**config.mk**
```make
export PLATFORM = sky130hd
export DESIGN_NAME = bb_ctrl
export DESIGN_NICKNAME = d
export VERILOG_FILES = /design/src/bb_pkg.sv /design/src/bb_ctrl.sv
export SDC_FILE = /design/constraint.sdc
export NUM_CORES = 1
export LEC_CHECK = 0
export BUFFER_PORTS_ARGS = -buffer_cell sky130_fd_sc_hd__buf_4
export CAP_MARGIN = 15
export CORE_AREA = 8 8 45 47
export CTS_BUF_LIST = sky130_fd_sc_hd__clkbuf_8
export DETAILED_ROUTE_END_ITERATION = 16
export DIE_AREA = 0 0 53 55
export HOLD_SLACK_MARGIN = 0.08
export SYNTH_ARGS = -nofsm -noshare
export SYNTH_HDL_FRONTEND = slang
export SYNTH_SLANG_ARGS = --single-unit
export TNS_END_PERCENT = 100
```
**constraint.sdc**
```tcl
create_clock -name clk -period 1.5 [get_ports clk]
set_input_delay 0.3 -clock clk [delete_from_list [all_inputs] [get_ports clk]]
set_output_delay 0.3 -clock clk [all_outputs]
set_load 0.03 [all_outputs]
```
**src/bb_pkg.sv**
```systemverilog
package bb_pkg;

    // Line store depth and the widths that follow from it
    localparam int MAX_LINE = 2048;
    localparam int COL_W    = $clog2(MAX_LINE);
    localparam int WID_W    = COL_W + 1;

    // Register and field widths
    localparam int CFG_W_W    = 12;
    localparam int CFG_H_W    = 16;
    localparam int ROW_W      = 16;
    localparam int CFG_DATA_W = 16;
    localparam int CFG_IDX_W  = 1;
    localparam int CHAN_W     = 8;
    localparam int PIX_W      = 3 * CHAN_W;

    // Neighbourhood sum (at most 9 * 255), count (1 to 9), divider numerator
    localparam int SUM_W  = 12;
    localparam int CNT_W  = 4;
    localparam int NUM_W  = SUM_W + 1;
    localparam int STEP_W = $clog2(CHAN_W);

    localparam logic [CFG_W_W-1:0] WIDTH_RESET  = 12'd640;
    localparam logic [CFG_H_W-1:0] HEIGHT_RESET = 16'd480;

    // Register indexes
    localparam logic [CFG_IDX_W-1:0] REG_FRAME_WIDTH  = 1'b0;
    localparam logic [CFG_IDX_W-1:0] REG_FRAME_HEIGHT = 1'b1;

    // Red in the lowest bits
    typedef struct packed {
        logic [CHAN_W-1:0] blue;
        logic [CHAN_W-1:0] green;
        logic [CHAN_W-1:0] red;
    } pix_t;

    // Line store read address selection
    typedef enum logic [1:0] {
        RD_INPUT,
        RD_LEFT,
        RD_MID,
        RD_RIGHT
    } rd_sel_t;

    typedef struct packed {
        logic       take;
        logic       step;
        logic       vec;
        logic       acc;
        logic [1:0] col;
        rd_sel_t    rd_sel;
        logic       div_start;
        logic       emit;
        logic       commit;
    } dp_cmd_t;

    typedef struct packed {
        logic emit_rdy;
        logic div_busy;
        logic out_free;
    } dp_sts_t;

endpackage

```
**src/bb_ctrl.sv**
```systemverilog
module bb_ctrl
    import bb_pkg::*;
(
    input  logic    clk,
    input  logic    rst_n,
    input  logic    in_valid,
    output logic    in_ready,
    input  dp_sts_t sts,
    output dp_cmd_t cmd
);

    typedef enum logic [3:0] {
        S_IDLE,
        S_LOAD,
        S_VEC,
        S_COL0,
        S_COL1,
        S_COL2,
        S_DIVGO,
        S_DIV,
        S_OUT,
        S_COMMIT
    } state_t;

    state_t state_reg;
    state_t state_next;

    // Hold state
    always_ff @(posedge clk or negedge rst_n)
    begin
        if (!rst_n)
        begin
            state_reg <= S_IDLE;
        end
        else
        begin
            state_reg <= state_next;
        end
    end

    // Advance through one item
    always_comb
    begin
        state_next = state_reg;
        unique case (state_reg)
            S_IDLE:   if (in_valid) state_next = S_LOAD;
            S_LOAD:   state_next = S_VEC;
            S_VEC:    state_next = sts.emit_rdy ? S_COL0 : S_COMMIT;
            S_COL0:   state_next = S_COL1;
            S_COL1:   state_next = S_COL2;
            S_COL2:   state_next = S_DIVGO;
            S_DIVGO:  state_next = S_DIV;
            S_DIV:    if (!sts.div_busy) state_next = S_OUT;
            S_OUT:    if (sts.out_free) state_next = S_COMMIT;
            S_COMMIT: state_next = S_IDLE;
            default:  state_next = S_IDLE;
        endcase
    end

    // Decode commands for the datapath
    always_comb
    begin
        cmd = '0;
        cmd.rd_sel = RD_INPUT;
        unique case (state_reg)
            S_IDLE:   cmd.take = in_valid;
            S_LOAD:   cmd.step = 1'b1;
            S_VEC:
            begin
                cmd.vec    = 1'b1;
                cmd.rd_sel = RD_LEFT;
            end
            S_COL0:
            begin
                cmd.acc    = 1'b1;
                cmd.col    = 2'd0;
                cmd.rd_sel = RD_MID;
            end
            S_COL1:
            begin
                cmd.acc    = 1'b1;
                cmd.col    = 2'd1;
                cmd.rd_sel = RD_RIGHT;
            end
            S_COL2:
            begin
                cmd.acc = 1'b1;
                cmd.col = 2'd2;
            end
            S_DIVGO:  cmd.div_start = 1'b1;
            S_DIV:    ;
            S_OUT:    cmd.emit = 1'b1;
            S_COMMIT: cmd.commit = 1'b1;
            default:  ;
        endcase
    end

    assign in_ready = (state_reg == S_IDLE);

endmodule

```
* Word level (Yosys, flattened, before mapping)
Cells that the tools add are included.
Word-level totals: bits in latches 0, memories kept 0, register bits 4, bits in writable memories 0, memory bits (read-only) 0
Operators by class: shifts and indexed selects 0, divide/modulo/power cells 0, reduce and logical (&&, ||, !) cells 2, eq/ne operators 12, multiplexer cells 13, $add $sub $neg 0, $mul 0, $lt $le $gt $ge 0, bitwise gates (word level) 0
Operator list (count):
- 4-bit case mux with 9 select lines | 1
- 4-bit by 3-bit equality test with 1-bit output, second input constant | 4
- 4-bit two-way mux | 4
- 3-bit case mux with 3 select lines | 1
- 4-bit by 2-bit equality test with 1-bit output, second input constant | 2
- 4-bit equality test, second input constant | 2
- 1-bit two-way mux | 6
- 2-bit != test, second input constant | 3
- 2-bit case mux with 3 select lines | 1
- 4-bit by 1-bit equality test with 1-bit output, second input constant | 1
- 4-bit zero test | 1
- 3-bit AND reduction | 1

* Depth between registers and ports, before layout
Gate-level depths: netlist of run 1.
depth in word-level cells 3, gate-level depth with buffers 4, depth with buffers taken out 3

* Worst setup path before layout of run 1
OpenSTA, ideal clock, no wires.
path type register to output, from register state_reg[0], to output port cmd[10] (netlist bit), data arrival time 1.886 ns, path buffers 0, cell stages (with the launch flop) 3, setup slack -0.686 ns, path through dfrtp_1 > nor4_1 > and2_1
RTL lines:
- start, declared | RTL line bb_ctrl.sv:25 | state_t state_reg;
- start signal, assigned | RTL line bb_ctrl.sv:37 | state_reg <= state_next;
- end, declared | RTL line bb_ctrl.sv:9 | output dp_cmd_t cmd

==> results of run 1 <==
## report_power, final
part / switching, W / internal (W) / total, W
Sequential: 0.000106 / 0.000172 / 0.000277
Combinational: 0.000879 / 0.000832 / 0.00171
Clock: 0.0000544 / 0.000171 / 0.000225
Total: 0.00104 / 0.00117 / 0.00221
## final cells by class
class,count,share of cell area [%]
Tap cell,16,2.59
Multi-Input combinational cell,36,41.5
Sequential cell,4,13.3
Timing Repair Buffer,32,37.3
Clock buffer,3,5.35
## final timing paths
| kind | startpoint | end | slack [ns] | depth (start not counted) |
|---|---|---|---|---|
| max | state_reg[1] | cmd[7] | -0.11 | 5 |
| min | sts[0] | state_reg[0] | 0.32 | 2 |
| max reg2reg | state_reg[2] | state_reg[3] | 0.25 | 5 |
| min reg2reg | state_reg[2] | state_reg[3] | 0.76 | 3 |
| max in group asynchronous | rst_n | state_reg[0] | 0.97 | 2 |
| min in group asynchronous | rst_n | state_reg[2] | 0.42 | 2 |
## metal layers
metal / up-vias / track usage [%] / wire length, um
met3: 0 / 1.07 / 83
li1: 218 / - / -
met5: - / 0 / 0
met4: 0 / 6.47 / 0
met1: 203 / 8.41 / 456
met2: 11 / 15.6 / 656
## cells in the mapped netlist
cell type | number | area, um^2
o21a_1 | 1 | 7.51
o31ai_1 | 1 | 7.51
nand2_1 | 3 | 11.3
nor3b_1 | 2 | 15.0
nor3_1 | 4 | 20.0
or2_1 | 1 | 6.26
nor4_1 | 1 | 6.26
nand2b_2 | 1 | 8.76
dfrtp_1 | 4 | 100
a22o_1 | 1 | 8.76
nand2b_1 | 3 | 18.8
a21oi_1 | 4 | 20.0
nor4b_2 | 1 | 15.0
a311oi_2 | 1 | 15.0
nor3_2 | 1 | 10.0
nor2_1 | 6 | 22.5
and2_1 | 1 | 6.26
buf_6 | 1 | 11.3
or3_1 | 1 | 6.26
buf_2 | 2 | 10.0
mux2i_1 | 1 | 10.0
xnor2_1 | 1 | 8.76
o21bai_1 | 1 | 7.51
buf_4 | 1 | 7.51
## repair_timing
item	4_1_cts	5_1_grt
pin swaps	5	4
endpoints found under the setup margin	12	12
hold endpoints to repair	4	0
gates resized for setup	13	14
hold buffers	1	0
setup buffers	4	2
## stage by stage
step           total power (W)  TNS [ns]  cell area [um^2]  setup WS, ns
3_3_place_gp           0.00156         0               569        0.0856
3_5_place_dp           0.00157         0               569        0.0627
2_1_floorplan          0.00113    -0.607               390        -0.173
6_report               0.00221    -0.694               772        -0.106
5_1_grt                0.00234     -1.48               772        -0.168
4_1_cts                0.00202    -0.565               707       -0.0969
## placed cells by master (no fill, tap or decap), types with 2 or more instances in the layout
| cell | instances |
|---|---|
| nor3_2 | 4 |
| dfrtp_2 | 2 |
| dfrtp_1 | 2 |
| buf_6 | 12 |
| nor2_1 | 4 |
| a21oi_2 | 2 |
| nand2b_4 | 3 |
| clkbuf_8 | 3 |
| nand2_1 | 2 |
| buf_4 | 19 |
| a21oi_1 | 2 |
## kinds of logic (layout without fill, tap and decap cells)
logic type	count (synthesis)	count (layout)
compound gates	9	9
xor+xnor	1	1
buf+inv	4	35
flops	4	4
mux	1	1
simple gates	25	25
## worst max-delay path: cells and delay by family, from the launching register on
kind / cells / cell delay (ns)
DFF: 1 / 0.38
and+or+nand+nor: 2 / 0.31
buffers and inverters: 2 / 0.27
AOI/OAI and AO/OA: 1 / 0.13
==> metrics, run 1 <==
Synth Area in Compound Gates between 10% and 20%; number of H-tree levels 1; PD cells 2870 nW/um^2; Core ar. roughly 1400 um^2; DIE AREA approximately 2900 um^2; Min-Delay Path Class in -> reg; CTS tree yes; flops & latches, synth 4; Root Driver clkbuf_8; WP data required roughly 1.2 ns; die width around 53 um; post-synthesis cell area 360 um^2; Die H approximately 55 um; Final min period around 1.6 ns; Pins Over Slew Limit 0; final hold slack between 0.3 and 0.4 ns; Post-Synth Adder-Cell Area 0%; Final GP Congestion 0.772; first-pass GRT wire length approximately 1800 um; post-synthesis mux area share about 2.8%; RSZ-0062 raised after global routing yes; Vias between 400 and 500; wire per inst between 10 and 15 um; initial core utilization 26.0%; Hold Violations, Final 0; placed cell count just over 80; Worst-Margin Slew approximately 0.25 ns; Multi-input gate area around 320 um^2; Fillers approximately 130; Ant. Diodes 0; peak supply drop between 0.9 and 1 mV; Num CTS Buffers 3; sequential area share after synthesis 27.8%; DRT Pass-1 Iters 2; Synth Area in XOR/XNOR ~2.4%; Rows 14; dpl hpwl between 800 and 900 um; worst skew pair latency 0.22 ns; antenna violations before repair 0; Slew HR around 83%; final net count 83; io pins 18; worst setup path category reg -> out; worst-path fanout max 3; Period Utilization, post-route 107%; Final WS setup -0.106 ns; Critical-path top delay cell dfrtp_1; P&R area growth vs syn 114%; Bufs on Longest Clock Path 2; FMAX 623 MHz; post-route insts no fill just over 90; number of global-route vias before repair between 400 and 500; GRT overflow 0; syn avg cell area 8.19 um^2; Synth cell types 24; leakage 0.342 nW; Core Util, Final a little under three fifths; skew final 0.00168 ns; max FFs per register 4; Detailed Route WL ~1200 um; status finished, violations left; cell count after synthesis 44; largest net degree at the start of global routing 10; largest family of logic cells by synthesized area simple AND/OR/NAND/NOR gates; Data arrival, critical path about 1.3 ns; CP startpoint kind flop; register area about 100 um^2; I/O Buffers 17; Post-route DRC 0; worst stage delay on the critical path between 0.3 and 0.4 ns; Synth Warn # 0; clock sinks 4; GRT Util Overall about 8.4%; Simple-Gate Fraction of Synth Area between 40% and 50%; Worst Setup End Kind output port; max cap viols 0; DR vias/cell between 4 and 5; Syn Nets 50; Post-DRT Antenna Nets 0; failing checks setup timing; DRT iter0 DRCs 7; CP cell instances buf_4 -> nand2_2 -> or2_4 -> a21oi_2 -> buf_6; layout cells sized above 1 between 70% and 80%; Reg clk slew, reported paths approximately 0.030 ns; final setup fails 11
Power figures use the tool's default switching activity.
==> run 2, diff against run 1 <==
==> constraint.sdc (replaced) <==
create_clock -name clk -period 1.5 [get_ports clk]
set_input_delay 0.075 -clock clk [delete_from_list [all_inputs] [get_ports clk]]
set_output_delay 0.075 -clock clk [all_outputs]
set_load 0.03 [all_outputs]
==> run 2 against run 1 <==
Net effect: the flow now finishes without violations; non-clock buffer count decreased by 5; worst hold slack worse by 0.22 ns; critical path depth is 1 lower; power fell by 18%; sequential share of layout area rose by 3.5 points; core utilization decreased by 10 points; routed wire length decreased by 11%; clock-buffer cell count stayed put; die area stayed put; worst setup slack improved by 0.19 ns.
==> metrics, run 2 (same netlist as run 1, synthesis figures left out) <==
status finished clean; Hold Violations, Final 0; PD cells approximately 2900 nW/um^2; DIE AREA ~3000 um^2; clock sinks 4; Detailed Route WL between 1000 and 1500 um; Flop pwr share approximately 15%; final setup fails 0; Bufs on Longest Clock Path 2; Sw Ratio 48.7%; Num CTS Buffers 3; post-place instance area approximately 540 um^2; peak supply drop 1.23 mV; DR vias/cell 4.64; Final min period about 1.4 ns; die width between 50 and 60 um; initial core utilization 26.0%; number of global-route vias before repair around 420; Core ar. about 1400 um^2; most frequent cells in the layout buf_4 (25), nor2_1 (6), a21oi_1 (4), nor3_1 (4), dfrtp_2 (4); io pins 18; Data arrival, critical path 1.34 ns; WP data required about 1.4 ns; largest net degree at the start of global routing 11; worst skew pair latency around 0.21 ns; worst-path fanout max 3; fin area 627 um^2; Vias 399; Die H around 55 um; Pins Over Slew Limit 0; Worst Setup End Kind output port; Clock power frac between 10% and 20%; GRT overflow 0; Ant. Diodes 0; most common cell after layout, fill and taps aside buf_4; RSZ-0062 raised after global routing no; final net count just under 80; Int Pwr 0.000929 W; max FFs per register 4; Core Util, Final between 40 and 50%; Reg clk slew, reported paths 0.03 ns; Slew HR between 80% and 90%; Period Utilization, post-route a little over nine tenths; Root Driver clkbuf_8; Combinational Power Share around 73%; final hold slack between 0.09 and 0.1 ns; antenna violations before repair 0; Final GP Congestion 0.810; Min-Delay Path Class in -> reg; Post-DRT Antenna Nets 0; first-pass GRT wire length between 1500 and 2000 um; skew final between 0.0004 and 0.0005 ns; layout cells sized above 1 a little over half; DRT iter0 DRCs 4; I/O Buffers 17; wire per inst approximately 12 um; number of H-tree levels 1; total power between 0.0015 and 0.002 W; leakage roughly 0.28 nW; FMAX 706 MHz; DRT Pass-1 Iters 4; P_sw about 0.00088 W; max cap viols 0; Rows 14; GRT Util Overall about 7.6%; CP startpoint kind flop; worst setup path category reg -> out; dpl hpwl 834 um; P&R area growth vs syn 74.0%; Worst-Margin Slew 0.260 ns; CTS tree yes; Post-route DRC 0
## run 2: routing by layer
metal | part of all wire (%) | track usage, % | routed length [um]
met5 | 0 | 0 | 0
met4 | 0 | 5.17 | 0
met3 | 7.6 | 2.41 | 81
met2 | 52 | 11.9 | 556
met1 | 40 | 8.72 | 430
## run 2: worst max-delay path, stage by stage (launching register included)
cell and delay [ns]:
dfrtp_2 0.40, buf_4 0.16, nor4_4 0.26, and2_1 0.15, buf_4 0.15
## run 2: area by class of cell
cell class,instances,area [um^2]
fillers,141,757
multi-input cells,36,255
repair buffers,27,205
flip-flops and latches,4,105
clock buffers,3,41.3
well taps,16,20.0
## run 2: stage by stage
stage	TNS, ns	std cells	setup WS, ns
floorplan	-0.00363	44	-0.00363
global placement	0	79	0.235
detailed placement	0	79	0.184
CTS	0	83	0.0652
global route	0	86	0.00153
finish	0	86	0.0843
## run 2: path summary, 6_finish.rpt
path                              start  depth (start not counted)           end  slack (ns)
min                              sts[0]                          2  state_reg[0]         0.1
min reg2reg                state_reg[3]                          1  state_reg[1]        0.55
max reg2reg                state_reg[3]                          3  state_reg[3]        0.25
max in group asynchronous         rst_n                          2  state_reg[2]        1.20
max                        state_reg[2]                          4       cmd[10]        0.08
min in group asynchronous         rst_n                          2  state_reg[1]        0.19
## run 2: repair_timing
action,in CTS,in global routing
hold endpoints to repair,4,0
hold buffers,1,0
buffers inserted,0,3
endpoints found under the setup margin,2,5
pin swaps,0,1
gates resized for setup,1,5
## run 2: power groups by stage
stage	sequential, W	combinational [W]	clock, W
2_1_floorplan	0.000260	0.000848	0
3_3_place_gp	0.000299	0.00120	0
3_5_place_dp	0.000305	0.00120	0
4_1_cts	0.000305	0.00120	0.000229
5_1_grt	0.000291	0.00143	0.000235
6_report	0.000276	0.00131	0.000222
==> run 3, diff against run 2 <==
HOLD_SLACK_MARGIN = 0.12   (was 0.08)
SETUP_SLACK_MARGIN = 0.1   (was default)
==> run 3 against run 2 <==
Net effect: worst hold slack better by 0.057 ns; clock-buffer cell count unchanged; sequential share of layout area fell by 1.1 points; worst setup slack improved by 0.013 ns; combinational power up 4%; sequential power is essentially flat; critical path type unchanged; routed wire length decreased by 1.2%; global-route usage decreased by 0.77 points; sequential cell count unchanged; via count is 3.5% higher; core utilization up 2.0 points; power up 2.2%.
==> metrics, run 3 (same netlist as run 1, synthesis figures left out) <==
Final WS setup between 0.09 and 0.1 ns; io pins 18; Data arrival, critical path approximately 1.3 ns; Detailed Route WL 1060 um; GRT Util Overall between 6 and 7%; final setup fails 0; Setup TNS 0 ns; status finished clean; CP startpoint kind flop; clock sinks 4; first-pass GRT wire length roughly 1500 um; antenna violations before repair 0; Critical-path top delay cell dfrtp_2; Ant. Diodes 0; Reg clk slew, reported paths about 0.030 ns; FMAX slightly above 700 MHz; peak supply drop around 1.1 mV; final net count 77; register area 103 um^2; WP data required approximately 1.4 ns; Pins Over Slew Limit 0; placed cell count just under 80; R2R setup slack ~0.32 ns; PD cells between 2000 and 3000 nW/um^2; max cap viols 0; largest net degree at the start of global routing 12; die width 53 um; P&R area growth vs syn 81.6%; Rows 14; most common cell after layout, fill and taps aside buf_4; DR vias/cell 4.86; Worst Setup End Kind output port; I/O Buffers 17; Num CTS Buffers 3; pre-CTS setup slack between 0.15 and 0.2 ns; worst setup path category reg -> out; DIE AREA about 3000 um^2; Bufs on Longest Clock Path 2; RSZ-0062 raised after global routing yes; Final min period 1.40 ns; Fillers between 100 and 150; CTS tree yes; number of H-tree levels 1; skew final roughly 0.0037 ns; post-route insts no fill 85; Root Driver clkbuf_8; worst-path fanout max 10; DRT Pass-1 Iters 4; DRT iter0 DRCs 8; dpl hpwl 794 um; GRT overflow 0; most frequent CP cell buf_4; wire per inst between 10 and 15 um; worst stage delay on the critical path 0.46 ns; Slew HR 83.0%; Final GP Congestion about 0.75; Vias about 410; Hold Violations, Final 0; number of global-route vias before repair around 360; Post-DRT Antenna Nets 0; post-place instance area approximately 550 um^2; worst skew pair latency 0.21 ns; initial core utilization roughly a quarter; Min-Delay Path Class in -> reg; Period Utilization, post-route 93.5%; Post-route DRC 0; Worst-Margin Slew ~0.25 ns; fin area 654 um^2; Die H between 50 and 60 um; Core ar. 1380 um^2; layout cells sized above 1 56.5%; Core Util, Final a little under half; CP cell instances buf_4 -> nor4b_2 -> buf_4; max FFs per register 4; Multi-input gate area ~280 um^2; leakage between 0.2 and 0.3 nW; most frequent cells in the layout buf_4 (22), nor2_1 (6), a21oi_1 (4)
==> run 3: final timing paths <==
check	to	cells after the start	start
worst max-delay path	cmd[1]	3	state_reg[2]
worst min-delay path	state_reg[3]	3	sts[1]
worst max register to register	state_reg[3]	3	state_reg[3]
worst min register to register	state_reg[3]	1	state_reg[2]
max in group asynchronous	state_reg[2]	2	rst_n
min in group asynchronous	state_reg[3]	2	rst_n
==> run 3: where the power goes <==
part / leakage, nW / total, W / switching [W] / internal (W)
sequential: 0.0468 / 0.000275 / 0.000103 / 0.000172
clock: 0.0216 / 0.000221 / 0.0000509 / 0.000171
combinational: 0.222 / 0.00136 / 0.000759 / 0.000597
==> run 3: layer usage <==
layer	track usage (%)	vias to the layer above	part of all wire, %
met2	10.4	11	52
met3	4.01	0	8.8
met5	0	-	0
met4	2.59	0	0
li1	-	208	-
met1	7.80	194	39
==> run 3: repair_timing <==
action	CTS	global route
endpoints found under the hold margin	5	0
hold buffers	2	0
pin swaps	0	1
setup buffers	1	0
gates resized for setup	3	5
setup endpoints to repair	4	8
==> run 3: cell type report <==
type                    count  area share (%)
multi-input cells          36            43.2
flip-flops and latches      4            15.7
repair buffers             26            31.7
well taps                  16            3.06
clock buffers               3            6.31
==> run 3: critical path, delay by kind of cell, from the launching register on <==
kind | cells | cell delay (ns)
AND/OR/NAND/NOR | 1 | 0.26
buffers and inverters | 2 | 0.40
flip-flops | 1 | 0.46
==> run 3: metrics by stage <==
| stage | total power, W | hold WS, ns |
|---|---|---|
| final | 0.00185 | 0.156 |
| after global routing | 0.00198 | 0.176 |
| after CTS | 0.00178 | 0.156 |
| after detailed placement | 0.00151 | -0.127 |
| after global placement | 0.00152 | -0.128 |
| after floorplan | 0.00112 | -0.221 |
